<file path="config.mk">
export PLATFORM = sky130hd
export DESIGN_NAME = chunk_pool_suballocator
export DESIGN_NICKNAME = d
export VERILOG_FILES = /design/src/sv/cps_pkg.sv /design/src/sv/cps_chunk_cell.sv /design/src/sv/cps_pool_cell.sv /design/src/sv/chunk_pool_suballocator.sv
export VERILOG_INCLUDE_DIRS = /design/src /design/src/sv
export SDC_FILE = /design/constraint.sdc
export NUM_CORES = 2
export LEC_CHECK = 0
export BUFFER_PORTS_ARGS = -buffer_cell sky130_fd_sc_hd__buf_2
export CORE_AREA = 10 10 565 567
export DETAILED_ROUTE_END_ITERATION = 8
export DIE_AREA = 0 0 575 577
export PLACE_DENSITY = 0.63
export SLEW_MARGIN = 20
export SYNTH_ARGS = -nofsm -noshare
export SYNTH_HDL_FRONTEND = slang
export SYNTH_SLANG_ARGS = --single-unit
</file>
<file path="constraint.sdc">
create_clock -name i_clk -period 14.6 [get_ports i_clk]
set_input_delay 2.19 -clock i_clk [delete_from_list [all_inputs] [get_ports i_clk]]
set_output_delay 2.19 -clock i_clk [all_outputs]
set_load 0.005 [all_outputs]
</file>
<file path="src/sv/chunk_pool_suballocator_macros.svh">
// Assertion macros for the file that checks this block.
`ifndef CHUNK_POOL_SUBALLOCATOR_MACROS_SVH
`define CHUNK_POOL_SUBALLOCATOR_MACROS_SVH
`ifndef SYNTHESIS
`define CPS_ASSERT_IMP(label, clk, rst_n, ante, cons) \
    label: assert property (@(posedge clk) disable iff (!rst_n) (ante) |-> (cons)) \
        else $error("assertion failed");
`define CPS_ASSERT_NXT(label, clk, rst_n, ante, cons) \
    label: assert property (@(posedge clk) disable iff (!rst_n) (ante) |=> (cons)) \
        else $error("assertion failed");
`else
`define CPS_ASSERT_IMP(label, clk, rst_n, ante, cons)
`define CPS_ASSERT_NXT(label, clk, rst_n, ante, cons)
`endif
`endif

</file>
<file path="src/sv/cps_pkg.sv">
`timescale 1ns / 1ps
package cps_pkg;

    localparam int MAX_CHUNKS_DEF = 16;
    localparam int ID_W_DEF = $clog2(MAX_CHUNKS_DEF);
    localparam int CFG_IDX_W = 2;
    localparam int CFG_DATA_W = 40;

    localparam logic [1:0] CMD_ALLOC   = 2'd0;
    localparam logic [1:0] CMD_RESOLVE = 2'd1;
    localparam logic [1:0] CMD_RELEASE = 2'd2;

    localparam logic [1:0] ST_OK      = 2'd0;
    localparam logic [1:0] ST_NO_LIST = 2'd1;
    localparam logic [1:0] ST_EXHAUST = 2'd2;
    localparam logic [1:0] ST_FULL    = 2'd3;

    localparam logic [1:0] CFG_SCRATCH  = 2'd0;
    localparam logic [1:0] CFG_DEF_SIZE = 2'd1;
    localparam logic [1:0] CFG_LIMIT    = 2'd2;
    localparam logic [1:0] CFG_ALIGN    = 2'd3;

    typedef struct packed {
        logic [1:0]  cmd;
        logic [39:0] request_size;
        logic [4:0]  align_log2;
        logic [31:0] version;
        logic [31:0] completed_instance;
        logic        has_command_list;
        logic        want_ticket;
        logic [3:0]  target_chunk;
    } t_in;

    typedef struct packed {
        logic [1:0]  status;
        logic [3:0]  chunk_index;
        logic [39:0] alloc_offset;
        logic        new_chunk;
        logic [39:0] new_chunk_size;
        logic        uav_barrier;
    } t_out;

    typedef enum logic [1:0] {TICK_KEEP, TICK_INC, TICK_DEC, TICK_CLEAR} t_tick_op;
    typedef enum logic [1:0] {POOL_HOLD, POOL_RIGHT, POOL_HEAD, POOL_NEW} t_pool_op;
    typedef enum logic [1:0] {PC_NONE, PC_ROT, PC_DROP, PC_APPEND} t_pool_cmd;

    typedef enum logic [3:0] {
        S_IDLE, S_DECODE, S_ALIGN, S_BUMP, S_SCAN, S_APPEND,
        S_SIZE, S_LIMIT, S_BEST, S_REMOVE, S_TAKE
    } t_state;

    typedef struct packed {
        logic [39:0] bytes;
        logic [39:0] wp;
        logic [31:0] ver;
        logic [15:0] tick;
    } t_chunk;

    typedef struct packed {
        logic        en;
        logic        we_bytes;
        logic [39:0] bytes;
        logic        we_wp;
        logic [39:0] wp;
        logic        we_ver;
        logic [31:0] ver;
        t_tick_op    tick;
    } t_chunk_wr;

endpackage

</file>
<file path="src/sv/cps_chunk_cell.sv">
`timescale 1ns / 1ps
module cps_chunk_cell (
    input  logic               i_clk,
    input  logic               i_sel,
    input  cps_pkg::t_chunk_wr i_wr,
    output cps_pkg::t_chunk    o_state
);
    import cps_pkg::*;

    t_chunk r_state;

    always_ff @(posedge i_clk) begin
        if (i_sel) begin
            if (i_wr.we_bytes) begin
                r_state.bytes <= i_wr.bytes;
            end
            if (i_wr.we_wp) begin
                r_state.wp <= i_wr.wp;
            end
            if (i_wr.we_ver) begin
                r_state.ver <= i_wr.ver;
            end
            case (i_wr.tick)
                TICK_INC: begin
                    if (r_state.tick != 16'hFFFF) begin
                        r_state.tick <= r_state.tick + 16'd1;
                    end
                end
                TICK_DEC: begin
                    if (r_state.tick != 16'd0) begin
                        r_state.tick <= r_state.tick - 16'd1;
                    end
                end
                TICK_CLEAR: begin
                    r_state.tick <= 16'd0;
                end
                default: begin
                end
            endcase
        end
    end

    assign o_state = r_state;
endmodule

</file>
<file path="src/sv/cps_pool_cell.sv">
`timescale 1ns / 1ps
module cps_pool_cell #(
    parameter int ID_W = cps_pkg::ID_W_DEF
) (
    input  logic              i_clk,
    input  cps_pkg::t_pool_op i_op,
    input  logic [ID_W-1:0]   i_right,
    input  logic [ID_W-1:0]   i_head,
    input  logic [ID_W-1:0]   i_new,
    output logic [ID_W-1:0]   o_id
);
    import cps_pkg::*;

    logic [ID_W-1:0] r_id;

    always_ff @(posedge i_clk) begin
        case (i_op)
            POOL_RIGHT: begin
                r_id <= i_right;
            end
            POOL_HEAD: begin
                r_id <= i_head;
            end
            POOL_NEW: begin
                r_id <= i_new;
            end
            default: begin
            end
        endcase
    end

    assign o_id = r_id;
endmodule

</file>
<file path="src/sv/chunk_pool_suballocator.sv">
`timescale 1ns / 1ps
// One command at a time; the registered result strobe comes in the cycle after the
// last step. Resolve, release, an unknown command or a missing command list end in
// the decode step; a bump hit passes decode, align and bump; a miss scans the pool
// chain, rotating one entry per cycle per pass, with no stall. The next command may
// start in the cycle of the result strobe, and the receiver cannot stall the result.
// Synchronous active-low reset clears the counts and the current chunk and restores
// the configuration defaults.
`include "chunk_pool_suballocator_macros.svh"
module chunk_pool_suballocator #(
    parameter int MAX_CHUNKS = cps_pkg::MAX_CHUNKS_DEF
) (
    input  logic                           i_clk,
    input  logic                           i_rst_n,
    input  logic                           start,
    output logic                           busy,
    input  cps_pkg::t_in                   i_in,
    output logic                           o_valid,
    output cps_pkg::t_out                  o_out,
    input  logic                           i_cfg_we,
    input  logic [cps_pkg::CFG_IDX_W-1:0]  i_cfg_idx,
    input  logic [cps_pkg::CFG_DATA_W-1:0] i_cfg_data
);
    import cps_pkg::*;

    localparam int CW = $clog2(MAX_CHUNKS);
    localparam int NW = $clog2(MAX_CHUNKS + 1);

    t_state r_state, n_state;
    t_in    r_in, n_in;
    t_out   r_out, n_out;
    logic   r_out_valid, n_out_valid;

    logic        r_cfg_scratch;
    logic [39:0] r_cfg_def;
    logic [39:0] r_cfg_lim;
    logic [4:0]  r_cfg_salign;

    logic [NW-1:0] r_pool_cnt, n_pool_cnt;
    logic [NW-1:0] r_chunk_cnt, n_chunk_cnt;
    logic [NW-1:0] r_steps, n_steps;
    logic          r_cur_valid, n_cur_valid;
    logic [CW-1:0] r_cur, n_cur;
    logic [39:0]   r_alloc, n_alloc;
    logic [41:0]   r_aligned, n_aligned;
    logic          r_retire_valid, n_retire_valid;
    logic [CW-1:0] r_retire, n_retire;
    logic          r_found, n_found;
    logic [CW-1:0] r_pick, n_pick;
    logic [40:0]   r_want, n_want;
    logic          r_best_valid, n_best_valid;
    logic [CW-1:0] r_best, n_best;
    logic [31:0]   r_best_ver, n_best_ver;
    logic [39:0]   r_best_bytes, n_best_bytes;
    logic          r_nc, n_nc;
    logic          r_bar, n_bar;

    t_chunk    w_chunk [MAX_CHUNKS];
    logic [CW-1:0] w_pool_id [MAX_CHUNKS];
    logic [CW-1:0] w_right [MAX_CHUNKS];
    t_pool_op  w_pool_op [MAX_CHUNKS];
    t_pool_cmd w_pool_cmd;
    t_chunk_wr w_wr;
    logic [CW-1:0] w_wr_id;

    t_chunk      w_cur, w_head, w_tgt;
    logic [CW-1:0] w_head_id;
    logic [41:0] w_amask, w_end;
    logic        w_fit, w_missing, w_t_ok;
    logic [31:0] w_hver_clr;
    logic        w_fit_elig, w_best_elig, w_better;
    logic [39:0] w_size_max;
    logic [40:0] w_gmask, w_sum;
    logic        w_over_limit, w_table_full, w_pool_room;

    for (genvar g = 0; g < MAX_CHUNKS; g++) begin : g_cells
        if (g == MAX_CHUNKS - 1) begin : g_last
            assign w_right[g] = '0;
        end else begin : g_mid
            assign w_right[g] = w_pool_id[g+1];
        end
        cps_chunk_cell u_chunk (
            .i_clk   (i_clk),
            .i_sel   (w_wr.en && (w_wr_id == CW'(g))),
            .i_wr    (w_wr),
            .o_state (w_chunk[g])
        );
        cps_pool_cell #(.ID_W(CW)) u_pool (
            .i_clk   (i_clk),
            .i_op    (w_pool_op[g]),
            .i_right (w_right[g]),
            .i_head  (w_pool_id[0]),
            .i_new   (r_retire),
            .o_id    (w_pool_id[g])
        );
    end

    assign w_head_id  = w_pool_id[0];
    assign w_cur      = w_chunk[r_cur];
    assign w_head     = w_chunk[w_head_id];
    assign w_tgt      = w_chunk[CW'(r_in.target_chunk)];
    assign w_amask    = (42'd1 << r_in.align_log2) - 42'd1;
    assign w_end      = r_aligned + 42'(r_in.request_size);
    assign w_fit      = w_end <= 42'(w_cur.bytes);
    assign w_missing  = r_cfg_scratch && !r_in.has_command_list;
    assign w_t_ok     = (32'(r_in.target_chunk) < 32'(r_chunk_cnt))
                        && (32'(r_in.target_chunk) < 32'(MAX_CHUNKS));
    assign w_hver_clr = (w_head.ver != 32'd0 && w_head.ver <= r_in.completed_instance)
                        ? 32'd0 : w_head.ver;
    assign w_fit_elig = (w_head.tick == 16'd0) && (w_hver_clr == 32'd0)
                        && (w_head.bytes >= r_in.request_size);
    assign w_best_elig = (w_head.tick == 16'd0) && (41'(w_head.bytes) >= r_want);
    assign w_better   = !r_best_valid || (w_head.ver < r_best_ver)
                        || (w_head.ver == r_best_ver && w_head.bytes > r_best_bytes);
    assign w_size_max = (r_in.request_size > r_cfg_def) ? r_in.request_size : r_cfg_def;
    assign w_gmask    = (41'd1 << r_cfg_salign) - 41'd1;
    assign w_sum      = 41'(r_alloc) + r_want;
    assign w_over_limit = (r_cfg_lim != 40'd0) && (w_sum > 41'(r_cfg_lim));
    assign w_table_full = r_chunk_cnt >= NW'(MAX_CHUNKS);
    assign w_pool_room  = r_pool_cnt < NW'(MAX_CHUNKS);

    always_comb begin
        for (int i = 0; i < MAX_CHUNKS; i++) begin
            w_pool_op[i] = POOL_HOLD;
            case (w_pool_cmd)
                PC_ROT: begin
                    if (i + 1 < int'(r_pool_cnt)) begin
                        w_pool_op[i] = POOL_RIGHT;
                    end else if (i + 1 == int'(r_pool_cnt)) begin
                        w_pool_op[i] = POOL_HEAD;
                    end
                end
                PC_DROP: begin
                    if (i + 1 < int'(r_pool_cnt)) begin
                        w_pool_op[i] = POOL_RIGHT;
                    end
                end
                PC_APPEND: begin
                    if (i == int'(r_pool_cnt)) begin
                        w_pool_op[i] = POOL_NEW;
                    end
                end
                default: begin
                end
            endcase
        end
    end

    always_comb begin
        n_state = r_state;
        case (r_state)
            S_IDLE: begin
                if (start) begin
                    n_state = S_DECODE;
                end
            end
            S_DECODE: begin
                if (r_in.cmd == CMD_ALLOC && !w_missing) begin
                    n_state = r_cur_valid ? S_ALIGN : S_SCAN;
                end else begin
                    n_state = S_IDLE;
                end
            end
            S_ALIGN: begin
                n_state = S_BUMP;
            end
            S_BUMP: begin
                n_state = w_fit ? S_IDLE : S_SCAN;
            end
            S_SCAN: begin
                if (r_steps == '0) begin
                    n_state = S_APPEND;
                end
            end
            S_APPEND: begin
                n_state = r_found ? S_TAKE : S_SIZE;
            end
            S_SIZE: begin
                n_state = S_LIMIT;
            end
            S_LIMIT: begin
                if (r_want[40]) begin
                    n_state = S_IDLE;
                end else if (w_over_limit) begin
                    n_state = r_cfg_scratch ? S_BEST : S_IDLE;
                end else begin
                    n_state = w_table_full ? S_IDLE : S_TAKE;
                end
            end
            S_BEST: begin
                if (r_steps == '0) begin
                    n_state = r_best_valid ? S_REMOVE : S_IDLE;
                end
            end
            S_REMOVE: begin
                if (r_steps == '0) begin
                    n_state = S_TAKE;
                end
            end
            S_TAKE: begin
                n_state = S_IDLE;
            end
            default: begin
                n_state = S_IDLE;
            end
        endcase
    end

    always_comb begin
        n_in           = r_in;
        n_out          = r_out;
        n_out_valid    = 1'b0;
        n_pool_cnt     = r_pool_cnt;
        n_chunk_cnt    = r_chunk_cnt;
        n_steps        = r_steps;
        n_cur_valid    = r_cur_valid;
        n_cur          = r_cur;
        n_alloc        = r_alloc;
        n_aligned      = r_aligned;
        n_retire_valid = r_retire_valid;
        n_retire       = r_retire;
        n_found        = r_found;
        n_pick         = r_pick;
        n_want         = r_want;
        n_best_valid   = r_best_valid;
        n_best         = r_best;
        n_best_ver     = r_best_ver;
        n_best_bytes   = r_best_bytes;
        n_nc           = r_nc;
        n_bar          = r_bar;
        w_wr           = '0;
        w_wr_id        = '0;
        w_pool_cmd     = PC_NONE;
        case (r_state)
            S_IDLE: begin
                if (start) begin
                    n_in           = i_in;
                    n_found        = 1'b0;
                    n_retire_valid = 1'b0;
                    n_nc           = 1'b0;
                    n_bar          = 1'b0;
                    n_best_valid   = 1'b0;
                end
            end
            S_DECODE: begin
                if (r_in.cmd == CMD_ALLOC) begin
                    if (w_missing) begin
                        n_out        = '0;
                        n_out.status = ST_NO_LIST;
                        n_out_valid  = 1'b1;
                    end else begin
                        n_steps = r_pool_cnt;
                    end
                end else if (r_in.cmd == CMD_RESOLVE || r_in.cmd == CMD_RELEASE) begin
                    w_wr_id = CW'(r_in.target_chunk);
                    w_wr.en = w_t_ok;
                    if (r_in.cmd == CMD_RESOLVE) begin
                        w_wr.we_ver = r_in.version > w_tgt.ver;
                        w_wr.ver    = r_in.version;
                    end else begin
                        w_wr.tick = TICK_DEC;
                    end
                    n_out             = '0;
                    n_out.chunk_index = r_in.target_chunk;
                    n_out_valid       = 1'b1;
                end else begin
                    n_out       = '0;
                    n_out_valid = 1'b1;
                end
            end
            S_ALIGN: begin
                n_aligned = (42'(w_cur.wp) + w_amask) & ~w_amask;
            end
            S_BUMP: begin
                if (w_fit) begin
                    w_wr_id     = r_cur;
                    w_wr.en     = 1'b1;
                    w_wr.we_wp  = 1'b1;
                    w_wr.wp     = w_end[39:0];
                    w_wr.we_ver = r_in.version > w_cur.ver;
                    w_wr.ver    = r_in.version;
                    w_wr.tick   = r_in.want_ticket ? TICK_INC : TICK_KEEP;
                    n_out              = '0;
                    n_out.status       = ST_OK;
                    n_out.chunk_index  = 4'(r_cur);
                    n_out.alloc_offset = r_aligned[39:0];
                    n_out_valid        = 1'b1;
                end else begin
                    n_retire_valid = 1'b1;
                    n_retire       = r_cur;
                    n_cur_valid    = 1'b0;
                    n_steps        = r_pool_cnt;
                end
            end
            S_SCAN: begin
                if (r_steps != '0) begin
                    n_steps = r_steps - NW'(1);
                    if (!r_found) begin
                        w_wr_id     = w_head_id;
                        w_wr.en     = 1'b1;
                        w_wr.we_ver = 1'b1;
                        w_wr.ver    = w_hver_clr;
                        if (w_fit_elig) begin
                            w_pool_cmd = PC_DROP;
                            n_pool_cnt = r_pool_cnt - NW'(1);
                            n_found    = 1'b1;
                            n_pick     = w_head_id;
                        end else begin
                            w_pool_cmd = PC_ROT;
                        end
                    end else begin
                        w_pool_cmd = PC_ROT;
                    end
                end
            end
            S_APPEND: begin
                if (r_retire_valid && w_pool_room) begin
                    w_pool_cmd = PC_APPEND;
                    n_pool_cnt = r_pool_cnt + NW'(1);
                end
                n_retire_valid = 1'b0;
            end
            S_SIZE: begin
                n_want = (41'(w_size_max) + w_gmask) & ~w_gmask;
            end
            S_LIMIT: begin
                if (r_want[40] || (w_over_limit && !r_cfg_scratch)) begin
                    n_out        = '0;
                    n_out.status = ST_EXHAUST;
                    n_out_valid  = 1'b1;
                end else if (w_over_limit) begin
                    n_steps      = r_pool_cnt;
                    n_best_valid = 1'b0;
                end else if (w_table_full) begin
                    n_out        = '0;
                    n_out.status = ST_FULL;
                    n_out_valid  = 1'b1;
                end else begin
                    w_wr_id       = CW'(r_chunk_cnt);
                    w_wr.en       = 1'b1;
                    w_wr.we_bytes = 1'b1;
                    w_wr.bytes    = r_want[39:0];
                    w_wr.tick     = TICK_CLEAR;
                    n_pick        = CW'(r_chunk_cnt);
                    n_chunk_cnt   = r_chunk_cnt + NW'(1);
                    n_alloc       = w_sum[40] ? '1 : w_sum[39:0];
                    n_nc          = 1'b1;
                end
            end
            S_BEST: begin
                if (r_steps != '0) begin
                    n_steps    = r_steps - NW'(1);
                    w_pool_cmd = PC_ROT;
                    if (w_best_elig && w_better) begin
                        n_best_valid = 1'b1;
                        n_best       = w_head_id;
                        n_best_ver   = w_head.ver;
                        n_best_bytes = w_head.bytes;
                    end
                end else if (r_best_valid) begin
                    n_steps = r_pool_cnt;
                end else begin
                    n_out        = '0;
                    n_out.status = ST_EXHAUST;
                    n_out_valid  = 1'b1;
                end
            end
            S_REMOVE: begin
                if (r_steps != '0) begin
                    n_steps = r_steps - NW'(1);
                    if (w_head_id == r_best) begin
                        w_pool_cmd = PC_DROP;
                        n_pool_cnt = r_pool_cnt - NW'(1);
                    end else begin
                        w_pool_cmd = PC_ROT;
                    end
                end else begin
                    n_pick = r_best;
                    n_bar  = 1'b1;
                end
            end
            S_TAKE: begin
                n_cur_valid = 1'b1;
                n_cur       = r_pick;
                w_wr_id     = r_pick;
                w_wr.en     = 1'b1;
                w_wr.we_ver = 1'b1;
                w_wr.ver    = r_in.version;
                w_wr.we_wp  = 1'b1;
                w_wr.wp     = r_in.request_size;
                w_wr.tick   = r_in.want_ticket ? TICK_INC : TICK_KEEP;
                n_out                = '0;
                n_out.status         = ST_OK;
                n_out.chunk_index    = 4'(r_pick);
                n_out.new_chunk      = r_nc;
                n_out.new_chunk_size = r_nc ? r_want[39:0] : 40'd0;
                n_out.uav_barrier    = r_bar;
                n_out_valid          = 1'b1;
            end
            default: begin
            end
        endcase
    end

    always_ff @(posedge i_clk) begin
        if (!i_rst_n) begin
            r_cfg_scratch <= 1'b0;
            r_cfg_def     <= 40'd16777216;
            r_cfg_lim     <= 40'd0;
            r_cfg_salign  <= 5'd16;
        end else if (i_cfg_we) begin
            case (i_cfg_idx)
                CFG_SCRATCH:  r_cfg_scratch <= i_cfg_data[0];
                CFG_DEF_SIZE: r_cfg_def     <= i_cfg_data[39:0];
                CFG_LIMIT:    r_cfg_lim     <= i_cfg_data[39:0];
                CFG_ALIGN:    r_cfg_salign  <= i_cfg_data[4:0];
                default: begin
                end
            endcase
        end
    end

    always_ff @(posedge i_clk) begin
        if (!i_rst_n) begin
            r_state        <= S_IDLE;
            r_out_valid    <= 1'b0;
            r_pool_cnt     <= '0;
            r_chunk_cnt    <= '0;
            r_steps        <= '0;
            r_cur_valid    <= 1'b0;
            r_cur          <= '0;
            r_alloc        <= '0;
            r_retire_valid <= 1'b0;
            r_found        <= 1'b0;
            r_best_valid   <= 1'b0;
            r_nc           <= 1'b0;
            r_bar          <= 1'b0;
        end else begin
            r_state        <= n_state;
            r_out_valid    <= n_out_valid;
            r_pool_cnt     <= n_pool_cnt;
            r_chunk_cnt    <= n_chunk_cnt;
            r_steps        <= n_steps;
            r_cur_valid    <= n_cur_valid;
            r_cur          <= n_cur;
            r_alloc        <= n_alloc;
            r_retire_valid <= n_retire_valid;
            r_found        <= n_found;
            r_best_valid   <= n_best_valid;
            r_nc           <= n_nc;
            r_bar          <= n_bar;
        end
    end

    always_ff @(posedge i_clk) begin
        r_in         <= n_in;
        r_out        <= n_out;
        r_aligned    <= n_aligned;
        r_retire     <= n_retire;
        r_pick       <= n_pick;
        r_want       <= n_want;
        r_best       <= n_best;
        r_best_ver   <= n_best_ver;
        r_best_bytes <= n_best_bytes;
    end

    assign busy    = (r_state != S_IDLE);
    assign o_valid = r_out_valid;
    assign o_out   = r_out;

    `CPS_ASSERT_IMP(a_strobe_when_idle, i_clk, i_rst_n, o_valid, !busy)
    `CPS_ASSERT_NXT(a_start_goes_busy, i_clk, i_rst_n, start && !busy, busy)
    `CPS_ASSERT_IMP(a_pool_within_table, i_clk, i_rst_n, 1'b1, r_pool_cnt <= r_chunk_cnt)
    `CPS_ASSERT_IMP(a_fail_fields_zero, i_clk, i_rst_n, o_valid && o_out.status != ST_OK, o_out.alloc_offset == 40'd0 && !o_out.new_chunk && !o_out.uav_barrier)
endmodule
</file>
After elaboration in Yosys (flattened, before gate mapping)
Cells that the tools add are included.
{ "word_totals": {"output_inout_bits": 90, "word_cells": 830, "ff_bits": 2640} }
{ "classes": {"bitwise": 11, "mux": 274, "n_reduce_logical": 174, "n_shift": 2, "eq_ne": 177, "magnitude_cmp": 32, "addsub": 42} }
{ "op_table": {"columns": ["cell", "count"], "rows": [
  ["binary-select mux 128 bit (select 4 bit)", 3],
  ["one-hot mux 16 bit (3 select lines)", 16],
  ["two-way mux 88 bit", 8],
  ["two-way mux 128 bit", 4],
  ["two-way mux 16 bit", 32],
  ["one-hot mux 88 bit (5 select lines)", 1],
  ["adder 16 x 1 -> 16 bit (second input constant)", 16],
  ["inequality test 16 bit (second input constant)", 16],
  ["nonzero test 16 bit", 16],
  ["subtractor 16 x 1 -> 16 bit (second input constant)", 16],
  ["one-hot mux 4 bit (3 select lines)", 16],
  ["one-hot mux 33 bit (4 select lines)", 1],
  ["two-way mux 42 bit", 3],
  ["two-way mux 40 bit", 3],
  ["two-way mux 2 bit", 58],
  ["AND reduction 2 bit", 55],
  ["two-way mux 4 bit", 25],
  ["two-way mux 33 bit", 3],
  ["two-way mux 48 bit", 2],
  ["one-hot mux 2 bit (3 select lines)", 16],
  ["two-way mux 86 bit", 1],
  ["adder 40 x 41 -> 41 bit", 2],
  ["one-hot mux 41 bit (2 select lines)", 1],
  ["greater-than comparator 40 bit", 2],
  ["other kinds (81)", 396]
]} }

Depth between registers and ports, before layout
{ "logic_depth": {"ltp_word": 18, "ltp_mapped": 28, "depth_no_buf": 27} }

By module
Synthesis repeated with hierarchy kept, for this count alone.
{ "hier_totals": {"hier_cells": 10814, "hier_area_um2": 146892.1} }
{ "modules_own_cells": {"columns": ["mod", "area_per_inst_um2", "instances", "cells_per_inst"], "rows": [
  ["chunk_pool_suballocator", 65429.0, 1, 5910],
  ["cps_chunk_cell (g_cells[0].u_chunk ...)", 4855.9, 12, 290],
  ["cps_chunk_cell (g_cells[6].u_chunk ...)", 4927.2, 4, 280],
  ["cps_pool_cell", 217.7, 16, 19]
]} }

Worst setup path before layout
No wires, ideal clock.
{ "synth_path": {"path_kind": "register to register", "start": "register r_in[75] in the netlist's numbering", "end": "register r_out_valid (netlist: o_valid)", "setup_slack_ns": 3.234, "synth_period_minus_slack_ns": 11.366, "stages_incl_launch_ff": 27, "path_buffers": 0, "setup_time_ns": 0.095, "required_time_ns": 14.505, "arrival_ns": 11.271, "path_cell_list": "edfxtp_1 > ha_1 > fa_1 > a211oi_1 > o21ai_0 > o31ai_1 > a21oi_1 > a31oi_1 > o21ai_0 > o211a_1 > nor2_1 > o21ai_0 > a31o_2 > xor2_1 > ha_1 > nand3_1 > nor3_1 > nand3_1 > o41ai_1 > o21a_1 > nand2_1 > a211oi_1 > a31oi_1 > nand2_1 > inv_1 > nor3_1 > and3_1"} }
{ "synth_via": {"elab_chain_len": 4} }
{ "synth_lines": {"columns": ["item", "line", "source"], "rows": [
  ["from (decl)", "chunk_pool_suballocator.sv:30", "t_in r_in, n_in;"],
  ["from (signal assigned)", "chunk_pool_suballocator.sv:456", "r_in <= n_in;"],
  ["adder 42 x 40 -> 42 bit", "chunk_pool_suballocator.sv:103", "assign w_end = r_aligned + 42'(r_in.request_size);"],
  ["<= comparator 42 x 40 -> 1 bit", "chunk_pool_suballocator.sv:104", "assign w_fit = w_end <= 42'(w_cur.bytes);"],
  ["two-way mux 1 bit", "chunk_pool_suballocator.sv:275", "if (w_fit) begin"],
  ["one-hot mux 1 bit (5 select lines)", "chunk_pool_suballocator.sv:234", "case (r_state)"],
  ["to (signal assigned)", "chunk_pool_suballocator.sv:440", "r_out_valid <= n_out_valid;"],
  ["to (decl)", "chunk_pool_suballocator.sv:32", "logic r_out_valid, n_out_valid;"]
]} }
Every way passes these cells.
A chain may end at the register's enable or synchronous reset.

Worst setup path after layout
{ "layout_path": {"start": "register r_in[75] in the netlist's numbering", "end": "register g_cells[12].u_chunk.r_state, in the netlist g_cells[12].u_chunk.o_state[5] (enable)"} }
{ "layout_via": {"elab_chain_len": 7, "word_cells_on_any_way": 17, "cone_classes": "1 x add/sub; 1 x order compare; 6 x eq/ne; 6 x mux; 3 x reduce/logical"} }
{ "layout_lines": {"columns": ["item", "line", "source"], "rows": [
  ["adder 42 x 40 -> 42 bit *", "chunk_pool_suballocator.sv:103", null],
  ["<= comparator 42 x 40 -> 1 bit *", "chunk_pool_suballocator.sv:104", null],
  ["two-way mux 76 bit / two-way mux 4 bit (equally long branches)", "chunk_pool_suballocator.sv:275", null],
  ["one-hot mux 2 bit (4 select lines) / one-hot mux 4 bit (5 select lines) (equally long branches)", "chunk_pool_suballocator.sv:234", null],
  ["equality test 2 bit, or another cell as far along", "cps_chunk_cell.sv:23", "case (i_wr.tick)"],
  ["inequality test 2 x 1 -> 1 bit (no source line), or another cell as far along", null, null],
  ["AND reduction 4 bit (no source line) *", null, null],
  ["to (decl)", "cps_chunk_cell.sv:10", "t_chunk r_state;"]
]} }
Every way passes the cells marked *; elsewhere a longest branch is shown, timed or not.

==> metrics.md <==
| Metric | Value |
|---|---|
| Synth unique cells | `just over 90` |
| Max Cap Viol | `0` |
| Final-report max-slew violation count | `0` |
| Die W | `about 580 um` |
| Initial Util | `a little under half` |
| Mapped Area | `about 140,000 um2` |
| Layout cells sized above 1 | `approximately a fifth` |
| CTS tree | `yes` |
| Yosys reg bits | `2,640` |
| Worst ir drop on vdd | `approximately 0.09 mV` |
| ANT nets after route | `0` |
| Area delta synth->final | `11.6%` |
| Clock transition at the registers of the reported paths | `60 ps` |
| Critical path arrival | `roughly 11,000 ps` |
| Total Routed Length | `432 mm` |
| Die ar. | `332,000 um2` |
| Area post-placement | `approximately 150,000 um2` |
| Pleak | `51.7 nW` |
| Synth top cells by count | `edfxtp_1, mux4_2, ha_1, nor2_1, nand2_1` |
| Worst Min Path Start | `r_cfg_lim[16]` |
| CP startpoint | `r_in[75]` |
| Hold WS | `approximately 470 ps` |
| Worst endpoint required time | `between 15,000 and 20,000 ps` |
| Worst reg2reg endpoint | `g_cells[12].u_chunk.o_state[5]` |
| Sequential area share after synthesis | `55.2%` |
| CTS Buf Count | `297` |
| Final core occ | `51.1%` |
| Hold Path Class | `flip-flop to flip-flop` |
| WHS Path Cells | `2` |
| Setup TNS | `0 ps` |
| Status | `finished clean` |
| CP max stage delay | `850 ps` |
| First-pass GRT wire length | `between 600 and 700 mm` |
| Placed Cells | `around 14,000` |
| CP endpoint kind | `flip-flop` |
| Vias in the first global route | `91,000` |
| Setup CP Type | `flip-flop to flip-flop` |
| Final Net Count | `between 10,000 and 15,000` |
| Die height | `about 580 um` |
| Synth Instances | `approximately 9,800` |
| Largest net degree at the start of global routing | `between 100 and 150` |
| Via count | `around 92,000` |
| Syn avg cell area | `about 14 um2` |
| Post-CTS Hold Fix Bufs | `0` |
| Fraction of registers with async set or reset after synthesis | `0%` |
| GRT Overall Usage | `approximately a quarter` |
| Crit-path max FO | `48` |
| Worst reg2reg setup slack | `between 4000 and 5000 ps` |
| RSZ-0062 raised after global routing | `false` |
| Slew @ Worst Pin | `between 1000 and 1500 ps` |
| DR iter-0 viols | `slightly above 10,000` |
| Clk_lat worst skew | `roughly 940 ps` |
| Startpoint types | `flip-flop` |
| Post-synth top area share | `52.9%` |
| Clock Root Buffer | `clkbuf_16` |
| Drt wl/cell | `roughly 30 um` |
| DP Wirelength | `approximately 290 mm` |
| Final cell count without fillers | `approximately 14,000` |
| Slowest stage cell, crit path | `or2_2` |
| DR vias/cell | `around 6.4` |
| Clk_skew | `roughly 83 ps` |
| YS warnings | `0` |
| Final Cycle Share | `between 60% and 70%` |
| GPL Wtd Cong | `0.935` |
| Setup violators final | `0` |
| Final-layout fill cell count | `25,500` |
| Reg2reg start | `r_in[75]` |
| Critical Path Sink | `g_cells[12].u_chunk.o_state[5]` |
| Peak Freq | `about 100 MHz` |
| Final hold vios | `0` |
| I/O pins | `253` |
| Slew headroom | `around a fifth` |
| Initial antenna violation count | `35` |
| Final WS setup | `4640 ps` |
| Final Cell Area | `roughly 160,000 um2` |
| Htree depth | `5` |
| PostCTS Resize Cnt | `0` |
| Clock buffer depth | `4` |
| Post-CTS setup buffer count | `0` |
| GRT overflow | `0` |
| Reg2Reg Depth | `27` |
| Minimum clock period | `between 9000 and 10,000 ps` |
| Pwr per Cell Area | `107 nW/um2` |
| Ranking of synthesized cells by area | `edfxtp_1, mux4_2, ha_1` |
| Pre-Repair DR Iteration Count | `7` |
| Post-synth EDFFs | `2,484` |
| DRC viols | `0` |
| Main synth FF type | `edfxtp_1` |
| Core area | `308,000 um2` |
| Top cell type by total area after synthesis | `edfxtp_1` |
| Place WS | `just under 5000 ps` |
| # port buffers | `252` |
| Power Total | `between 15 and 20 mW` |
| Clock sinks | `2,640` |
| Num rows | `around 200` |
| Most numerous cell in the Yosys netlist | `edfxtp_1` |
power breakdown:
part           total (mW)  internal (mW)  switching (mW)
registers            8.34           8.27          0.0677
clock network        7.37           4.25            3.12
logic                1.15          0.432           0.713
total                16.8           12.9            3.90
final cells by class:
type / count / area [um2] / area share, %
clock inverters: 153 / 1500 / 0.953
multi-input cells: 6209 / 60100 / 38.2
clock buffers: 368 / 7940 / 5.05
repair buffers: 440 / 2810 / 1.79
diodes: 20 / 50.0 / 0.0318
flip-flops and latches: 2640 / 77700 / 49.4
well taps: 4120 / 5150 / 3.28
inverters: 505 / 1920 / 1.22
how the worst min path moves through the flow:
stage / to
floorplan: r_retire[0]
global placement: r_nc
detailed placement: r_cfg_lim[16]
CTS: r_cfg_lim[16]
global route: r_cfg_lim[16]
finish: r_cfg_lim[16]
placed cells by master, fill, tap and decap left out, types with 106 or more instances in the layout:
cell       netlist  routed
nor3_1         171     144
mux4_2        1075    1075
nand4_1        181     181
buf_4            7     176
buf_2           24     252
a21oi_1        499     499
and3_1         107     106
ha_1           767     767
nor2_1         633     597
inv_1          499     496
nand2_1        573     570
a21o_1         235     235
xnor2_1        168     168
dfxtp_1        156     152
nand3_1        115     114
o21ai_0        340     306
clkbuf_16        0     307
xor2_1         161     161
edfxtp_1      2484    2484
nor4_1         118     110
critical path, delay by kind of cell (launching register included):
family                     cells  cell delay (ps)
and+or+nand+nor                8             3950
AOI/OAI and AO/OA             13             3250
adders and majority gates      3             1070
buffers and inverters          2              680
DFF                            1              470
xor gates and xnor gates       1              160
sequential cells by signal, indices dropped and copies added, names as in the netlist, 41 cells and up:
| register | cells |
|---|---|
| g_cells.u_pool.o_id | 64 |
| o_out | 88 |
| r_want | 41 |
| g_cells.u_chunk.o_state | 2048 |
| r_in | 117 |
| r_aligned | 42 |
metal layers:
| layer | track usage (%) | part of all wire [%] | vias up |
|---|---|---|---|
| met1 | 34.1 | 39 | 47000 |
| li1 | - | - | 39600 |
| met5 | 0 | 0.023 | - |
| met2 | 39.3 | 46 | 4518 |
| met4 | 12.0 | 5.6 | 16 |
| met3 | 5.16 | 9.4 | 908 |
cells by family (layout without fill, tap and decap cells):
| group | after synthesis | in the layout | synth area share, % |
|---|---|---|---|
| DFF | 2640 | 2640 | 55.2 |
| and+or+nand+nor | 2280 | 2280 | 7.82 |
| AOI/OAI and AO/OA | 1697 | 1697 | 7.85 |
| muxes | 1105 | 1105 | 17.4 |
| buffers and inverters | 959 | 1466 | 2.61 |
| adders and majority gates | 787 | 787 | 7.10 |
| xor gates and xnor gates | 329 | 329 | 2.05 |
| other | 1 | 31 | 0.00266 |
Power figures use the tool's default switching activity.
